==> config.mk <==
export PLATFORM = sky130hd
export DESIGN_NAME = segment_reassembly_table_flat
export DESIGN_NICKNAME = d
export VERILOG_FILES = /design/src/hw/rtl/sra_pkg.sv /design/src/hw/rtl/sra_stream_if.sv /design/src/hw/rtl/sra_ram.sv /design/src/hw/rtl/sra_queue.sv /design/src/hw/rtl/sra_front.sv /design/src/hw/rtl/sra_back.sv /design/src/hw/rtl/segment_reassembly_table.sv /design/src/flat_wrapper.sv
export SDC_FILE = /design/constraint.sdc
export NUM_CORES = 2
export LEC_CHECK = 0
export ABC_AREA = 1
export BUFFER_PORTS_ARGS = -buffer_cell sky130_fd_sc_hd__clkbuf_2
export CORE_ASPECT_RATIO = 1.5
export CORE_MARGIN = 2
export CORE_UTILIZATION = 33
export DETAILED_ROUTE_END_ITERATION = 8
export SETUP_SLACK_MARGIN = 0.1
export SLEW_MARGIN = 15
export SYNTH_ARGS = -nofsm -noshare
export SYNTH_HDL_FRONTEND = slang
export SYNTH_SLANG_ARGS = --single-unit
export TNS_END_PERCENT = 10
==> constraint.sdc <==
create_clock -name clock -period 7.2 [get_ports clock]
set_clock_uncertainty 0.15 [all_clocks]
set_input_delay 0.36 -clock clock [delete_from_list [all_inputs] [get_ports clock]]
set_output_delay 0.36 -clock clock [all_outputs]
set_load 0.02 [all_outputs]
==> src/hw/rtl/sra_pkg.sv <==
// Shared types, constants and status codes of the segment reassembly table.
package sra_pkg;

   localparam int TABLE_ENTRIES_DEF = 8;
   localparam int MAX_SEGS_DEF      = 16;
   localparam int QUEUE_DEPTH       = 2;
   localparam int ENTRY_FIELD_W     = 3;
   localparam int BYTES_W           = 12;

   localparam logic [2:0] ST_STORED  = 3'd0;
   localparam logic [2:0] ST_DUP     = 3'd1;
   localparam logic [2:0] ST_FULL    = 3'd2;
   localparam logic [2:0] ST_RANGE   = 3'd3;
   localparam logic [2:0] ST_DESC    = 3'd4;
   localparam logic [2:0] ST_IGNORED = 3'd5;
   localparam logic [2:0] ST_UNSEG   = 3'd6;

   typedef struct packed {
      logic        is_deliver;
      logic        has_concat_header;
      logic [15:0] msg_ref;
      logic [7:0]  total_seg;
      logic [7:0]  seq_num;
      logic [7:0]  seg_length;
   } req_type;

   typedef struct packed {
      logic [2:0]               status;
      logic [ENTRY_FIELD_W-1:0] entry;
      logic [7:0]               out_seq;
      logic [7:0]               out_length;
      logic [BYTES_W-1:0]       total_length;
      logic                     last;
   } rsp_type;

   typedef struct packed {
      logic    complete;
      rsp_type result;
   } job_type;

endpackage

==> src/hw/rtl/sra_stream_if.sv <==
// Valid/ready channel interfaces for segment requests and reassembly results.
interface sra_req_if import sra_pkg::*; ();
   logic    valid;
   logic    ready;
   req_type data;

   modport source (output valid, output data, input ready);
   modport sink (input valid, input data, output ready);
endinterface

interface sra_rsp_if import sra_pkg::*; ();
   logic    valid;
   logic    ready;
   rsp_type data;

   modport source (output valid, output data, input ready);
   modport sink (input valid, input data, output ready);
endinterface

==> src/hw/rtl/sra_ram.sv <==
// Generic single-write, single-read RAM with registered read data.
module sra_ram #(
   parameter int WIDTH = 8,
   parameter int DEPTH = 128,
   localparam int ADDR_W = (DEPTH > 1) ? $clog2(DEPTH) : 1
) (
   input  logic              clock,
   input  logic              wr_en,
   input  logic [ADDR_W-1:0] wr_addr,
   input  logic [WIDTH-1:0]  wr_data,
   input  logic              rd_en,
   input  logic [ADDR_W-1:0] rd_addr,
   output logic [WIDTH-1:0]  rd_data
);

   logic [WIDTH-1:0] mem_ff [DEPTH];
   logic [WIDTH-1:0] rd_data_ff;

   always_ff @(posedge clock) begin
      if (wr_en) begin
         mem_ff[wr_addr] <= wr_data;
      end
      if (rd_en) begin
         rd_data_ff <= mem_ff[rd_addr];
      end
   end

   assign rd_data = rd_data_ff;

endmodule

==> src/hw/rtl/sra_queue.sv <==
// Short FIFO of jobs between the classifying front end and the output back end.
module sra_queue #(
   parameter int WIDTH = 8,
   parameter int DEPTH = 2
) (
   input  logic             clock,
   input  logic             reset,
   input  logic             push,
   input  logic [WIDTH-1:0] push_data,
   output logic             full,
   input  logic             pop,
   output logic [WIDTH-1:0] pop_data,
   output logic             empty
);

   localparam int PTR_W = (DEPTH > 1) ? $clog2(DEPTH) : 1;
   localparam int CNT_W = $clog2(DEPTH + 1);

   logic [WIDTH-1:0] slot_ff [DEPTH];
   logic [PTR_W-1:0] wr_ptr_ff, wr_ptr_in;
   logic [PTR_W-1:0] rd_ptr_ff, rd_ptr_in;
   logic [CNT_W-1:0] count_ff, count_in;
   logic             do_push, do_pop;

   assign full     = (count_ff == CNT_W'(DEPTH));
   assign empty    = (count_ff == '0);
   assign pop_data = slot_ff[rd_ptr_ff];
   assign do_push  = push && !full;
   assign do_pop   = pop && !empty;

   always_comb begin
      wr_ptr_in = wr_ptr_ff;
      rd_ptr_in = rd_ptr_ff;
      count_in  = count_ff;
      if (do_push) begin
         wr_ptr_in = (wr_ptr_ff == PTR_W'(DEPTH - 1)) ? '0 : wr_ptr_ff + PTR_W'(1);
      end
      if (do_pop) begin
         rd_ptr_in = (rd_ptr_ff == PTR_W'(DEPTH - 1)) ? '0 : rd_ptr_ff + PTR_W'(1);
      end
      if (do_push && !do_pop) begin
         count_in = count_ff + CNT_W'(1);
      end else if (do_pop && !do_push) begin
         count_in = count_ff - CNT_W'(1);
      end
   end

   always_ff @(posedge clock) begin
      if (reset) begin
         wr_ptr_ff <= '0;
         rd_ptr_ff <= '0;
         count_ff  <= '0;
      end else begin
         wr_ptr_ff <= wr_ptr_in;
         rd_ptr_ff <= rd_ptr_in;
         count_ff  <= count_in;
      end
   end

   always_ff @(posedge clock) begin
      if (do_push) begin
         slot_ff[wr_ptr_ff] <= push_data;
      end
   end

   a_no_overflow: assert property (@(posedge clock) disable iff (reset) !(push && full))
      else $error("job pushed into full queue");

endmodule

==> src/hw/rtl/sra_front.sv <==
// Front end: registers a segment request, matches it against the table and classifies it.
module sra_front import sra_pkg::*; #(
   parameter int TABLE_ENTRIES = TABLE_ENTRIES_DEF,
   parameter int MAX_SEGS      = MAX_SEGS_DEF,
   localparam int ENTRY_W = (TABLE_ENTRIES > 1) ? $clog2(TABLE_ENTRIES) : 1,
   localparam int ADDR_W  = $clog2(TABLE_ENTRIES * MAX_SEGS)
) (
   input  logic                clock,
   input  logic                reset,
   sra_req_if.sink             req_bus,
   output logic                push,
   output job_type             push_job,
   output logic [ENTRY_W-1:0]  push_entry,
   output logic [MAX_SEGS-1:0] push_map,
   input  logic                queue_full,
   output logic                wr_en,
   output logic [ADDR_W-1:0]   wr_addr,
   output logic [7:0]          wr_data,
   input  logic                rel_valid,
   input  logic [ENTRY_W-1:0]  rel_entry
);

   localparam int SLOT_W  = $clog2(MAX_SEGS);
   localparam int COUNT_W = $clog2(MAX_SEGS + 1);

   req_type                  item_ff;
   logic                     item_valid_ff, item_valid_in;
   logic [TABLE_ENTRIES-1:0] valid_ff, valid_in;
   logic [TABLE_ENTRIES-1:0] busy_ff, busy_in;
   logic [15:0]              ref_ff   [TABLE_ENTRIES];
   logic [COUNT_W-1:0]       count_ff [TABLE_ENTRIES];
   logic [BYTES_W-1:0]       bytes_ff [TABLE_ENTRIES];
   logic [MAX_SEGS-1:0]      map_ff   [TABLE_ENTRIES];

   logic                     in_range;
   logic [SLOT_W-1:0]        slot;
   logic [MAX_SEGS-1:0]      seg_bit;
   logic                     hit_found, free_found;
   logic [ENTRY_W-1:0]       hit_idx, free_idx, tgt_idx;
   logic [MAX_SEGS-1:0]      cur_map, new_map;
   logic [COUNT_W-1:0]       cur_count, new_count;
   logic [BYTES_W-1:0]       cur_bytes, new_bytes;
   logic                     dup, complete, store, stall, fire, accept;

   assign accept        = req_bus.valid && req_bus.ready;
   assign req_bus.ready = !item_valid_ff && !reset;

   always_comb begin
      in_range = (item_ff.seq_num != 8'd0) && (item_ff.seq_num <= 8'(MAX_SEGS));
      slot     = SLOT_W'(item_ff.seq_num - 8'd1);
      seg_bit  = '0;
      seg_bit[slot] = 1'b1;

      hit_found  = 1'b0;
      hit_idx    = '0;
      free_found = 1'b0;
      free_idx   = '0;
      for (int e = 0; e < TABLE_ENTRIES; e++) begin
         if (valid_ff[e]) begin
            if (!hit_found && ref_ff[e] == item_ff.msg_ref) begin
               hit_found = 1'b1;
               hit_idx   = ENTRY_W'(e);
            end
         end else if (!free_found) begin
            free_found = 1'b1;
            free_idx   = ENTRY_W'(e);
         end
      end

      tgt_idx   = hit_found ? hit_idx : free_idx;
      cur_map   = hit_found ? map_ff[hit_idx] : '0;
      cur_count = hit_found ? count_ff[hit_idx] : '0;
      cur_bytes = hit_found ? bytes_ff[hit_idx] : '0;
      dup       = hit_found && ((cur_map & seg_bit) != '0);
      new_map   = cur_map | seg_bit;
      new_count = cur_count + COUNT_W'(1);
      new_bytes = cur_bytes + BYTES_W'(item_ff.seg_length);
      complete  = (8'(new_count) == item_ff.total_seg);
   end

   always_comb begin
      push_job                     = '0;
      push_job.result.last         = 1'b1;
      push_job.result.out_seq      = item_ff.seq_num;
      push_job.result.out_length   = item_ff.seg_length;
      store = 1'b0;
      stall = 1'b0;
      if (!item_ff.is_deliver) begin
         push_job.result.status     = ST_IGNORED;
         push_job.result.out_seq    = 8'd0;
         push_job.result.out_length = 8'd0;
      end else if (!item_ff.has_concat_header) begin
         push_job.result.status       = ST_UNSEG;
         push_job.result.out_seq      = 8'd1;
         push_job.result.total_length = BYTES_W'(item_ff.seg_length);
      end else if (!in_range) begin
         push_job.result.status = ST_RANGE;
      end else if (dup) begin
         push_job.result.status       = ST_DUP;
         push_job.result.entry        = ENTRY_FIELD_W'(hit_idx);
         push_job.result.total_length = cur_bytes;
      end else if (!hit_found && !free_found) begin
         push_job.result.status = ST_FULL;
      end else if (!hit_found && busy_ff[free_idx]) begin
         stall = 1'b1;
      end else begin
         store                        = 1'b1;
         push_job.complete            = complete;
         push_job.result.status       = complete ? ST_DESC : ST_STORED;
         push_job.result.entry        = ENTRY_FIELD_W'(tgt_idx);
         push_job.result.total_length = new_bytes;
      end
   end

   assign fire       = item_valid_ff && !queue_full && !stall;
   assign push       = fire;
   assign push_entry = tgt_idx;
   assign push_map   = new_map;
   assign wr_en      = fire && store;
   assign wr_addr    = ADDR_W'(int'(tgt_idx) * MAX_SEGS + int'(slot));
   assign wr_data    = item_ff.seg_length;

   always_comb begin
      item_valid_in = item_valid_ff;
      valid_in      = valid_ff;
      busy_in       = busy_ff;
      if (fire) begin
         item_valid_in = 1'b0;
      end
      if (accept) begin
         item_valid_in = 1'b1;
      end
      if (rel_valid) begin
         busy_in[rel_entry] = 1'b0;
      end
      if (fire && store) begin
         valid_in[tgt_idx] = !complete;
         busy_in[tgt_idx]  = complete;
      end
   end

   always_ff @(posedge clock) begin
      if (reset) begin
         item_valid_ff <= 1'b0;
         valid_ff      <= '0;
         busy_ff       <= '0;
      end else begin
         item_valid_ff <= item_valid_in;
         valid_ff      <= valid_in;
         busy_ff       <= busy_in;
      end
   end

   always_ff @(posedge clock) begin
      if (accept) begin
         item_ff <= req_bus.data;
      end
      if (fire && store) begin
         ref_ff[tgt_idx]   <= item_ff.msg_ref;
         count_ff[tgt_idx] <= new_count;
         bytes_ff[tgt_idx] <= new_bytes;
         map_ff[tgt_idx]   <= complete ? '0 : new_map;
      end
   end

   a_busy_not_valid: assert property (@(posedge clock) disable iff (reset)
      (busy_ff & valid_ff) == '0)
      else $error("entry both open and draining");

   a_release_busy: assert property (@(posedge clock) disable iff (reset)
      rel_valid |-> busy_ff[rel_entry])
      else $error("release of an entry that is not draining");

endmodule

==> src/hw/rtl/sra_back.sv <==
// Back end: delivers queued results and walks completed entries into descriptors.
module sra_back import sra_pkg::*; #(
   parameter int TABLE_ENTRIES = TABLE_ENTRIES_DEF,
   parameter int MAX_SEGS      = MAX_SEGS_DEF,
   localparam int ENTRY_W = (TABLE_ENTRIES > 1) ? $clog2(TABLE_ENTRIES) : 1,
   localparam int ADDR_W  = $clog2(TABLE_ENTRIES * MAX_SEGS)
) (
   input  logic                clock,
   input  logic                reset,
   input  logic                empty,
   input  job_type             pop_job,
   input  logic [ENTRY_W-1:0]  pop_entry,
   input  logic [MAX_SEGS-1:0] pop_map,
   output logic                pop,
   output logic                rd_en,
   output logic [ADDR_W-1:0]   rd_addr,
   input  logic [7:0]          rd_data,
   output logic                rel_valid,
   output logic [ENTRY_W-1:0]  rel_entry,
   sra_rsp_if.source           rsp_bus
);

   localparam int SLOT_W = $clog2(MAX_SEGS);

   typedef enum logic [2:0] {
      BK_IDLE = 3'b001,
      BK_READ = 3'b010,
      BK_EMIT = 3'b100
   } back_state_type;

   back_state_type      state_ff, state_in;
   logic [MAX_SEGS-1:0] map_ff, map_in;
   logic [ENTRY_W-1:0]  entry_ff, entry_in;
   logic [BYTES_W-1:0]  total_ff, total_in;
   logic [7:0]          seq_ff, seq_in;
   logic                last_ff, last_in;
   rsp_type             out_ff, out_in;
   logic                out_valid_ff, out_valid_in;
   logic                out_free, load_out;
   logic [SLOT_W-1:0]   low_slot;
   logic [MAX_SEGS-1:0] low_bit;

   assign out_free      = !out_valid_ff || rsp_bus.ready;
   assign rsp_bus.valid = out_valid_ff;
   assign rsp_bus.data  = out_ff;
   assign rel_entry     = entry_ff;

   always_comb begin
      low_slot = '0;
      for (int s = MAX_SEGS - 1; s >= 0; s--) begin
         if (map_ff[s]) begin
            low_slot = SLOT_W'(s);
         end
      end
      low_bit = '0;
      low_bit[low_slot] = 1'b1;
   end

   always_comb begin
      state_in  = state_ff;
      map_in    = map_ff;
      entry_in  = entry_ff;
      total_in  = total_ff;
      seq_in    = seq_ff;
      last_in   = last_ff;
      out_in    = out_ff;
      load_out  = 1'b0;
      pop       = 1'b0;
      rd_en     = 1'b0;
      rd_addr   = ADDR_W'(int'(entry_ff) * MAX_SEGS + int'(low_slot));
      rel_valid = 1'b0;
      case (state_ff)
         BK_IDLE: begin
            if (!empty) begin
               if (!pop_job.complete) begin
                  if (out_free) begin
                     pop      = 1'b1;
                     load_out = 1'b1;
                     out_in   = pop_job.result;
                  end
               end else begin
                  pop      = 1'b1;
                  map_in   = pop_map;
                  entry_in = pop_entry;
                  total_in = pop_job.result.total_length;
                  state_in = BK_READ;
               end
            end
         end
         BK_READ: begin
            rd_en    = 1'b1;
            seq_in   = 8'(low_slot) + 8'd1;
            map_in   = map_ff & ~low_bit;
            last_in  = ((map_ff & ~low_bit) == '0);
            state_in = BK_EMIT;
         end
         BK_EMIT: begin
            if (out_free) begin
               load_out            = 1'b1;
               out_in.status       = ST_DESC;
               out_in.entry        = ENTRY_FIELD_W'(entry_ff);
               out_in.out_seq      = seq_ff;
               out_in.out_length   = rd_data;
               out_in.total_length = total_ff;
               out_in.last         = last_ff;
               if (last_ff) begin
                  rel_valid = 1'b1;
                  state_in  = BK_IDLE;
               end else begin
                  state_in = BK_READ;
               end
            end
         end
         default: begin
            state_in = BK_IDLE;
         end
      endcase
   end

   always_comb begin
      out_valid_in = out_valid_ff;
      if (load_out) begin
         out_valid_in = 1'b1;
      end else if (rsp_bus.ready) begin
         out_valid_in = 1'b0;
      end
   end

   always_ff @(posedge clock) begin
      if (reset) begin
         state_ff     <= BK_IDLE;
         out_valid_ff <= 1'b0;
      end else begin
         state_ff     <= state_in;
         out_valid_ff <= out_valid_in;
      end
   end

   always_ff @(posedge clock) begin
      map_ff   <= map_in;
      entry_ff <= entry_in;
      total_ff <= total_in;
      seq_ff   <= seq_in;
      last_ff  <= last_in;
      out_ff   <= out_in;
   end

   a_read_has_segment: assert property (@(posedge clock) disable iff (reset)
      state_ff == BK_READ |-> map_ff != '0)
      else $error("descriptor read with no segment left");

   a_release_on_last: assert property (@(posedge clock) disable iff (reset)
      rel_valid |-> (state_ff == BK_EMIT && last_ff && load_out))
      else $error("entry released before its last descriptor");

endmodule

==> src/hw/rtl/segment_reassembly_table.sv <==
// Top level of the segment reassembly table.
// Each request is one received segment header and gives one result, except the
// segment that completes a message, which gives one descriptor per stored segment
// in ascending sequence order, the last marked. In the front end a request is
// first registered, then goes through the parallel reference match and table
// update. Descriptors of a completed message are paced by the read port of the
// segment length RAM (read, then register), one read per descriptor. A queue of
// QUEUE_DEPTH jobs lets requests keep flowing while descriptors drain; a new
// message that needs the table entry still being drained waits for it. No
// clearing pass follows reset.
module segment_reassembly_table import sra_pkg::*; #(
   parameter int TABLE_ENTRIES = TABLE_ENTRIES_DEF,
   parameter int MAX_SEGS      = MAX_SEGS_DEF
) (
   input  logic      clock,
   input  logic      reset,
   sra_req_if.sink   req_bus,
   sra_rsp_if.source rsp_bus
);

   localparam int ENTRY_W = (TABLE_ENTRIES > 1) ? $clog2(TABLE_ENTRIES) : 1;
   localparam int DEPTH   = TABLE_ENTRIES * MAX_SEGS;
   localparam int ADDR_W  = $clog2(DEPTH);
   localparam int Q_W     = $bits(job_type) + ENTRY_W + MAX_SEGS;

   logic                push, pop, queue_full, queue_empty;
   job_type             push_job, pop_job;
   logic [ENTRY_W-1:0]  push_entry, pop_entry, rel_entry;
   logic [MAX_SEGS-1:0] push_map, pop_map;
   logic [Q_W-1:0]      push_data, pop_data;
   logic                wr_en, rd_en, rel_valid;
   logic [ADDR_W-1:0]   wr_addr, rd_addr;
   logic [7:0]          wr_data, rd_data;

   assign push_data = {push_job, push_entry, push_map};
   assign {pop_job, pop_entry, pop_map} = pop_data;

   sra_front #(
      .TABLE_ENTRIES (TABLE_ENTRIES),
      .MAX_SEGS      (MAX_SEGS)
   ) u_front (
      .clock      (clock),
      .reset      (reset),
      .req_bus    (req_bus),
      .push       (push),
      .push_job   (push_job),
      .push_entry (push_entry),
      .push_map   (push_map),
      .queue_full (queue_full),
      .wr_en      (wr_en),
      .wr_addr    (wr_addr),
      .wr_data    (wr_data),
      .rel_valid  (rel_valid),
      .rel_entry  (rel_entry)
   );

   sra_queue #(
      .WIDTH (Q_W),
      .DEPTH (QUEUE_DEPTH)
   ) u_queue (
      .clock     (clock),
      .reset     (reset),
      .push      (push),
      .push_data (push_data),
      .full      (queue_full),
      .pop       (pop),
      .pop_data  (pop_data),
      .empty     (queue_empty)
   );

   sra_ram #(
      .WIDTH (8),
      .DEPTH (DEPTH)
   ) u_slot_ram (
      .clock   (clock),
      .wr_en   (wr_en),
      .wr_addr (wr_addr),
      .wr_data (wr_data),
      .rd_en   (rd_en),
      .rd_addr (rd_addr),
      .rd_data (rd_data)
   );

   sra_back #(
      .TABLE_ENTRIES (TABLE_ENTRIES),
      .MAX_SEGS      (MAX_SEGS)
   ) u_back (
      .clock     (clock),
      .reset     (reset),
      .empty     (queue_empty),
      .pop_job   (pop_job),
      .pop_entry (pop_entry),
      .pop_map   (pop_map),
      .pop       (pop),
      .rd_en     (rd_en),
      .rd_addr   (rd_addr),
      .rd_data   (rd_data),
      .rel_valid (rel_valid),
      .rel_entry (rel_entry),
      .rsp_bus   (rsp_bus)
   );

endmodule

==> src/flat_wrapper.sv <==
// flat-port wrapper written by rule: the top's interface ports become plain ports
module segment_reassembly_table_flat import sra_pkg::*;
#(
   parameter int TABLE_ENTRIES = TABLE_ENTRIES_DEF,
   parameter int MAX_SEGS      = MAX_SEGS_DEF
)
  (clock, reset, req_bus_valid, req_bus_data, req_bus_ready, rsp_bus_valid, rsp_bus_data, rsp_bus_ready);
  sra_req_if req_bus_i ();
  sra_rsp_if rsp_bus_i ();
  input  logic clock;
  input  logic reset;
  input wire logic [$bits(req_bus_i.valid)-1:0] req_bus_valid;
  input wire logic [$bits(req_bus_i.data)-1:0] req_bus_data;
  output wire logic [$bits(req_bus_i.ready)-1:0] req_bus_ready;
  output wire logic [$bits(rsp_bus_i.valid)-1:0] rsp_bus_valid;
  output wire logic [$bits(rsp_bus_i.data)-1:0] rsp_bus_data;
  input wire logic [$bits(rsp_bus_i.ready)-1:0] rsp_bus_ready;
  assign req_bus_i.valid = req_bus_valid;
  assign req_bus_i.data = req_bus_data;
  assign req_bus_ready = req_bus_i.ready;
  assign rsp_bus_valid = rsp_bus_i.valid;
  assign rsp_bus_data = rsp_bus_i.data;
  assign rsp_bus_i.ready = rsp_bus_ready;
  segment_reassembly_table #(.TABLE_ENTRIES(TABLE_ENTRIES), .MAX_SEGS(MAX_SEGS)) u_core (.clock(clock), .reset(reset), .req_bus(req_bus_i), .rsp_bus(rsp_bus_i));
endmodule
# Word-level counts from Yosys, hierarchy flattened
# Memories as Yosys holds them, arrays and structs flattened. A register that Yosys moved wholly into a read port is not among the register bits.
# Index checks and enable logic that the tools add are counted.
# totals
reg_bits	142
latchBits	0
ramBits	1524
mem_bits_ro	0
in_bits	46
out_inout_bits	37
wordCells	294
n_memories	6
# classes
addsub	10
multipliers	0
div	0
magnitude_cmp	10
eq_ne	18
shift	0
n_mux	162
n_bitwise	7
n_reduce_logical	56
# memory_table
memory	words	word_bits	rd	rd_ports_with_merged_regs	write_ports	line_no	rtl
u_core.u_slot_ram.mem_ff	128	8	1	1	1	sra_ram.sv:16	logic [WIDTH-1:0] mem_ff [DEPTH];
u_core.u_front.map_ff	8	16	1	0	1	sra_front.sv:33	logic [MAX_SEGS-1:0] map_ff [TABLE_ENTRIES];
u_core.u_front.ref_ff	8	16	8	0	1	sra_front.sv:30	logic [15:0] ref_ff [TABLE_ENTRIES];
u_core.u_queue.slot_ff	2	54	1	1	1	sra_queue.sv:19	logic [WIDTH-1:0] slot_ff [DEPTH];
u_core.u_front.bytes_ff	8	12	1	0	1	sra_front.sv:32	logic [BYTES_W-1:0] bytes_ff [TABLE_ENTRIES];
u_core.u_front.count_ff	8	5	1	0	1	sra_front.sv:31	logic [COUNT_W-1:0] count_ff [TABLE_ENTRIES];
# op_table
cell	count
35-bit two-way mux	4
16-bit == test	8
3-bit two-way mux	37
12-bit two-way mux	7
1-bit two-way mux	72
35-bit case mux with 2 select lines	1
16-bit two-way mux	4
4-bit two-way mux	16
8-bit two-way mux	5
16-bit bitwise AND	2
16-bit case mux with 2 select lines	1
1-bit logical AND	24
1-bit zero test	18
8-bit bitwise mux	2
16-bit zero test	1
16-bit inverter	1
16-bit OR	1
16-bit nonzero test	1
7-bit by 4-bit adder with 7-bit output	2
12-bit by 8-bit adder with 12-bit output	1
3-bit by 4-bit less-than comparator with 1-bit output (second input constant)	3
4-bit by 5-bit less-than comparator with 1-bit output (second input constant)	2
2-bit nonzero test	5
3-bit case mux with 3 select lines	1
other kinds (32)	44

# Depth between registers and ports, before layout
# An unclocked memory read counts as a cell.
# logic_depth
word_depth	48
depth_mapped	41
depth_no_buf	36

# Hierarchy
# A second synthesis with hierarchy kept.
# unflattened
hier_cells	6625
area_unflattened_um2	72931.2
# modules_own_cells
mod	instances	cells_each	area_each_um2	seq_area_each_um2
sra_ram	1	3575	42184.2	30989.7
sra_front	1	2480	22740.6	13372.8
sra_queue	1	208	4468.0	3403.3
sra_back	1	362	3538.4	2242.2

# Worst setup path before layout
# OpenSTA, ideal clock, no wires.
# synth_timing
path_type	flip-flop to flip-flop
from	register u_core.u_front.item_ff[8] in the netlist's numbering
to	register u_core.u_front.busy_ff[0]
setup_time_ns	0.113
t_arrival_ns	5.137
required_time_ns	6.937
slack_ns	1.801
stages_incl_launch_ff	20
n_path_buf	0
synth_period_minus_slack_ns	5.399
path_cell_list	edfxtp_1 inv_1 ha_1 inv_1 nor3_1 inv_1 a2111oi_0 o21ai_0 nor2_1 nand2_1 inv_1 nand2_1 inv_1 nand2_1 clkinv_1 nand3_4 nor2_1 nand2_1 nand2_1 nor2_1
# synth_between
elab_chain_cells	16
word_cells_on_any_way	24
classes_between	add/sub (1); order compare (3); mux (11); bitwise (1); reduce/logical (8)
# synth_lines
element	line_no	rtl
from (decl)	sra_front.sv:26	req_type item_ff;
from (signal assigned)	sra_front.sv:156	item_ff <= req_bus.data;
4-bit by 1-bit subtractor with 4-bit output	sra_front.sv:50	slot = SLOT_W'(item_ff.seq_num - 8'd1);
4-bit by 5-bit less-than comparator with 1-bit output (not written as such) / 4-bit by 1-bit greater-or-equal comparator with 1-bit output (equally long branches)	sra_front.sv:52	seg_bit[slot] = 1'b1;
1-bit logical AND (not written as such)	sra_front.sv:52	
1-bit two-way mux (not written as such)	sra_front.sv:52	
1-bit demux with 4-bit select	sra_front.sv:52	
16-bit bitwise AND	sra_front.sv:74	dup = hit_found && ((cur_map & seg_bit) != '0);
16-bit nonzero test	sra_front.sv:74	
1-bit logical AND	sra_front.sv:74	
1-bit two-way mux	sra_front.sv:98	end else if (dup) begin
1-bit two-way mux	sra_front.sv:96	end else if (!in_range) begin
1-bit two-way mux	sra_front.sv:92	end else if (!item_ff.has_concat_header) begin
1-bit two-way mux	sra_front.sv:88	if (!item_ff.is_deliver) begin
1-bit zero test	sra_front.sv:115	assign fire = item_valid_ff && !queue_full && !stall;
1-bit logical AND	sra_front.sv:115	
1-bit logical AND *	sra_front.sv:136	if (fire && store) begin
8-bit two-way mux *	sra_front.sv:136	
to (signal assigned)	sra_front.sv:150	busy_ff <= busy_in;
to (decl)	sra_front.sv:29	logic [TABLE_ENTRIES-1:0] busy_ff, busy_in;
# Mark *: on every way between the ends. The rest lies on a longest branch, timed or not.
# A chain may end at the register's enable or synchronous reset.

# Worst setup path in the final report
# layout_timing
from	register u_core.u_front.item_ff[28] in the netlist's numbering
to	memory u_core.u_front.map_ff[1][4] in the netlist's numbering (data pin)
# layout_between
elab_chain_cells	36
word_cells_on_any_way	60
classes_between	add/sub (1); eq/ne (9); mux (33); bitwise (1); reduce/logical (14); memory (2)
# layout_lines
element	line_no	rtl
16-bit == test	sra_front.sv:60	if (!hit_found && ref_ff[e] == item_ff.msg_ref) begin
1-bit two-way mux	sra_front.sv:60	
1-bit two-way mux	sra_front.sv:59	if (valid_ff[e]) begin
1-bit zero test	sra_front.sv:60	
1-bit logical AND	sra_front.sv:60	
1-bit two-way mux	sra_front.sv:60	
1-bit two-way mux	sra_front.sv:59	
1-bit zero test	sra_front.sv:60	
[... 21 more ...]	-	
3-bit two-way mux	sra_front.sv:60	
3-bit two-way mux	sra_front.sv:59	
memory read 8 x 5 bit	-	
5-bit two-way mux *	sra_front.sv:72	cur_count = hit_found ? count_ff[hit_idx] : '0;
5-bit by 1-bit adder with 5-bit output *	sra_front.sv:76	new_count = cur_count + COUNT_W'(1);
via u_core.u_front.new_count[1]	sra_front.sv:41	logic [COUNT_W-1:0] cur_count, new_count;
5-bit by 8-bit == test with 1-bit output *	sra_front.sv:78	complete = (8'(new_count) == item_ff.total_seg);
16-bit two-way mux *	sra_front.sv:162	map_ff[tgt_idx] <= complete ? '0 : new_map;
to (decl)	sra_front.sv:33	
# The timed path passes the listed nets; every way through them passes the cells marked *.

==> qor.csv <==
metric,value,unit
met3 Track Usage GR,2.26,%
Filler Cell Count,20100,
CP arrival,7.04,ns
Critical-path top delay cell,edfxtp_1,
largest net degree at the start of global routing,184,
Combinational Power Share,24.9,%
most frequent cell after synthesis,edfxtp_1,
Synth async-reset ratio,0,%
register area share after synthesis,71.5,%
die span in y,567,µm
DRT antenna net count,0,
die width,380,µm
Crit path max-delay family,simple AND/OR/NAND/NOR gates,
IO buf count,82,
critical path depth in cells,26,
worst hold slack,0.0471,ns
unrepaired setup endpoints after global routing,false,
wire length of the first global-routing pass,312,mm
"top cells by area, synth","edfxtp_1, nand2_1, nor2_1",
total track usage,19.3,%
Post-Synthesis Cells,6031,
initial antenna violation count,3,
area of the mapped netlist,69800,µm²
syn_nets,6098,
internal power,17.4,mW
Power Total,26.0,mW
"Top FF cell, synth",edfxtp_1,
Clock Tree Root,clkbuf_16,
worst r2r dst,u_core.u_front.map_ff[1][4]$_DFFE_PP_,
vias per std cell,5.20,
worst vdd ir,0.312,mV
Fmax achieved,149,MHz
Initial Util,33.2,%
Overflow after GRT,0,
Syn Area/Cell,11.6,µm²
# H-tree levels,4,
CTS max path bufs,4,
Layout Nets,6204,
Iteration-0 DRC Markers,4591,
Worst Setup EP,u_core.u_front.map_ff[1][4]$_DFFE_PP_,
Worst-Skew Late Latency,0.81,ns
required time of the critical path,7.51,ns
fin cells,9052,
Placed Cells,8734,
Clock power frac,32.0,%
status,completed,
Yosys warning total,0,
grt met1 use,21.9,%
DR vias,47000,
CTS Buf Count,160,
setup TNS,0,ns
Max stage delay on crit path,0.67,ns
Die ar.,215000,µm²
Sequential Power Share,43.1,%
Finish-stage setup viols,0,
met2 Use GR,35.2,%
slew of the pin with the lowest slew margin,1.12,ns
buffers plus inverters on the worst setup path,6,
gp weighted congestion,0.977,
fraction of layout cells with a size suffix above 1,8.39,%
Sw Share,32.9,%
# Max-Cap Violations,0,
fin. max-slew vios,0,
Critical Path Source,u_core.u_front.item_ff[28]$_DFFE_PP_,
Sw Pwr,8.55,mW
clk slew on worst S/H paths,0.06,ns
Post-synth EDFFs,1646,
CP Class,flop to flop,
CTS tree,built,
worst reg-to-reg path cell count,26,
"Hold Vio Cnt, Final",0,
WL/cell,23.8,µm
CP endpoint kind,flop,
FF-to-FF Start,u_core.u_front.item_ff[28]$_DFFE_PP_,
P_leak,27.6,nW
Layout area overhead,13.4,%
Worst Setup Start Kind,flop,
minimum clock period,6.73,ns
CORE AREA,210000,µm²
flop2flop setup slack,0.47,ns
"FF+latch count, synth",1672,
TritonCTS sink count,1672,
Relative slew margins,24.8,%
dpl ws,0.114,ns
# DRC,0,
Most Crowded Layer GR,met2,
Final Cycle Share,93.5,%
TritonRoute pass-1 iters,8,
Setup WS post-layout,0.470,ns
vias in the first global route,46600,
I/O Pins,83,
crit-path max FO,22,
Synth top cells by count,"edfxtp_1, nand2_1, nor2_1",
final HPWL from detailed placement,139,mm
FP Rows,206,
pwr dens,328,nW/µm²
Min-Delay Path Class,input pin to flop,
top-area cell type share of the netlist area,70.8,%
WL final,215,mm
"area leader, netlist",edfxtp_1,
Netlist cell types,60,
most frequent cell on the critical path,nand2_1,
==> routing by layer <==
metal / vias to the layer above / wire length [µm] / share of wire [%]
li1: 21400 / - / -
met1: 23300 / 79300 / 37
met2: 1788 / 111000 / 52
met3: 500 / 11400 / 5.3
met4: 2 / 13200 / 6.1
met5: - / 7 / 0.0033
==> power groups by stage <==
stage                     Sequential [mW]  Clock, mW  Combinational [mW]
after floorplan                      11.6          0                3.88
after global placement               11.4          0                6.36
after detailed placement             11.4          0                6.40
after CTS                            11.2       8.42                6.46
after global routing                 11.2       8.77                7.03
final                                11.2       8.31                6.46
==> state kept, by name, summed over array words and instances, names as in the netlist, 12 cells and up, named ones only <==
signal / flops
u_core.u_front.item_ff: 34
u_core.u_back.rsp_bus.data: 35
u_core.u_front.ref_ff: 128
u_core.u_front.map_ff: 128
u_core.u_front.count_ff: 40
u_core.u_front.bytes_ff: 96
u_core.u_slot_ram.mem_ff: 1024
u_core.u_back.map_ff: 16
u_core.u_back.total_ff: 12
u_core.u_queue.slot_ff: 108
==> stage by stage <==
stage / area [µm²] / util, %
final: 79200 / 37.7
after global routing: 79200 / 37.7
after CTS: 79100 / 37.7
after detailed placement: 73700 / 35.1
after global placement: 73700 / 35.1
after floorplan: 69800 / -
==> worst min path at each step <==
stage	cells past startpoint	start	slack, ns	endpoint
after floorplan	1	reset	0.28	u_core.u_back.state_ff[2]$_SDFFE_PP0P_
after CTS	2	reset	0.01	flop
after global routing	2	reset	0.03	flop
after detailed placement	2	u_core.u_queue.rd_ptr_ff$_SDFFE_PP0P_	0.34	flop
final	2	reset	0.05	flop
after global placement	2	u_core.u_queue.count_ff[1]$_SDFFE_PP0P_	0.32	u_core.u_queue.count_ff[1]$_SDFFE_PP0P_
==> logic make-up (layout without fill, tap and decap cells) <==
logic type      count (synthesis)  in the layout  share of synthesized area [%]
fa+ha+maj                      21             21                          0.387
buf+inv                       707            919                           4.07
other cells                     0              1                              0
flops                        1672           1672                           71.5
compound gates               1014           1014                           8.11
xor+xnor                       46             46                          0.577
simple gates                 2571           2571                           15.3
==> worst register-to-register path, stage by stage, from the launching register on <==
cell	delay (ns)
edfxtp_1	0.67
inv_2	0.20
nand2_1	0.25
nand2_1	0.08
nor2_1	0.10
nand4_1	0.21
nor2_1	0.33
nand3_1	0.26
a21oi_2	0.31
inv_2	0.07
nand2_2	0.41
buf_4	0.32
nand3_1	0.11
nand2_1	0.07
nand2_1	0.04
nand2_1	0.09
inv_1	0.08
ha_1	0.57
xnor2_1	0.17
inv_1	0.06
nor4_1	0.52
a21boi_1	0.27
nand3_1	0.09
nor2_1	0.14
nand3_2	0.27
clkinv_2	0.37
nor2_1	0.21
==> timing repair <==
item                                    4_1_cts  5_1_grt
hold buffers                                 44        0
hold endpoints to repair                     46        0
setup buffers                                 0        5
endpoints found under the setup margin       18      112
gates resized for setup                       1        1
==> layout by cell type, fill, tap and decap left out, types with 12 or more instances in the layout <==
cell type / instances
nor3_1: 27
nor4_1: 12
xor2_1: 17
buf_12: 23
nand2_1: 1129
o22ai_1: 244
clkbuf_1: 17
ha_1: 20
a22o_1: 15
a21oi_1: 79
dlygate4sd3_1: 44
inv_2: 30
dfxtp_1: 25
o21ai_0: 582
inv_1: 365
clkinv_1: 31
or2_2: 16
bufinv_16: 15
a31oi_1: 39
buf_4: 96
xnor2_1: 29
nor2_1: 975
nand4_1: 89
clkinv_2: 32
nand3b_1: 51
nor2_4: 13
o32ai_1: 20
clkbuf_16: 163
clkbuf_2: 82
edfxtp_1: 1646
nand3_1: 220
==> cell type report <==
cell class	instances	area (µm²)	share of cell area, %
flip-flops and latches	1672	49900	63.1
multi-input cells	3652	17200	21.7
clock buffers	180	4140	5.23
well taps	2808	3510	4.44
repair buffers	245	2030	2.57
inverters	406	1550	1.95
clock inverters	88	855	1.08
diodes	1	2.50	0.00316
Note: power is estimated with default switching activity, not from simulation.
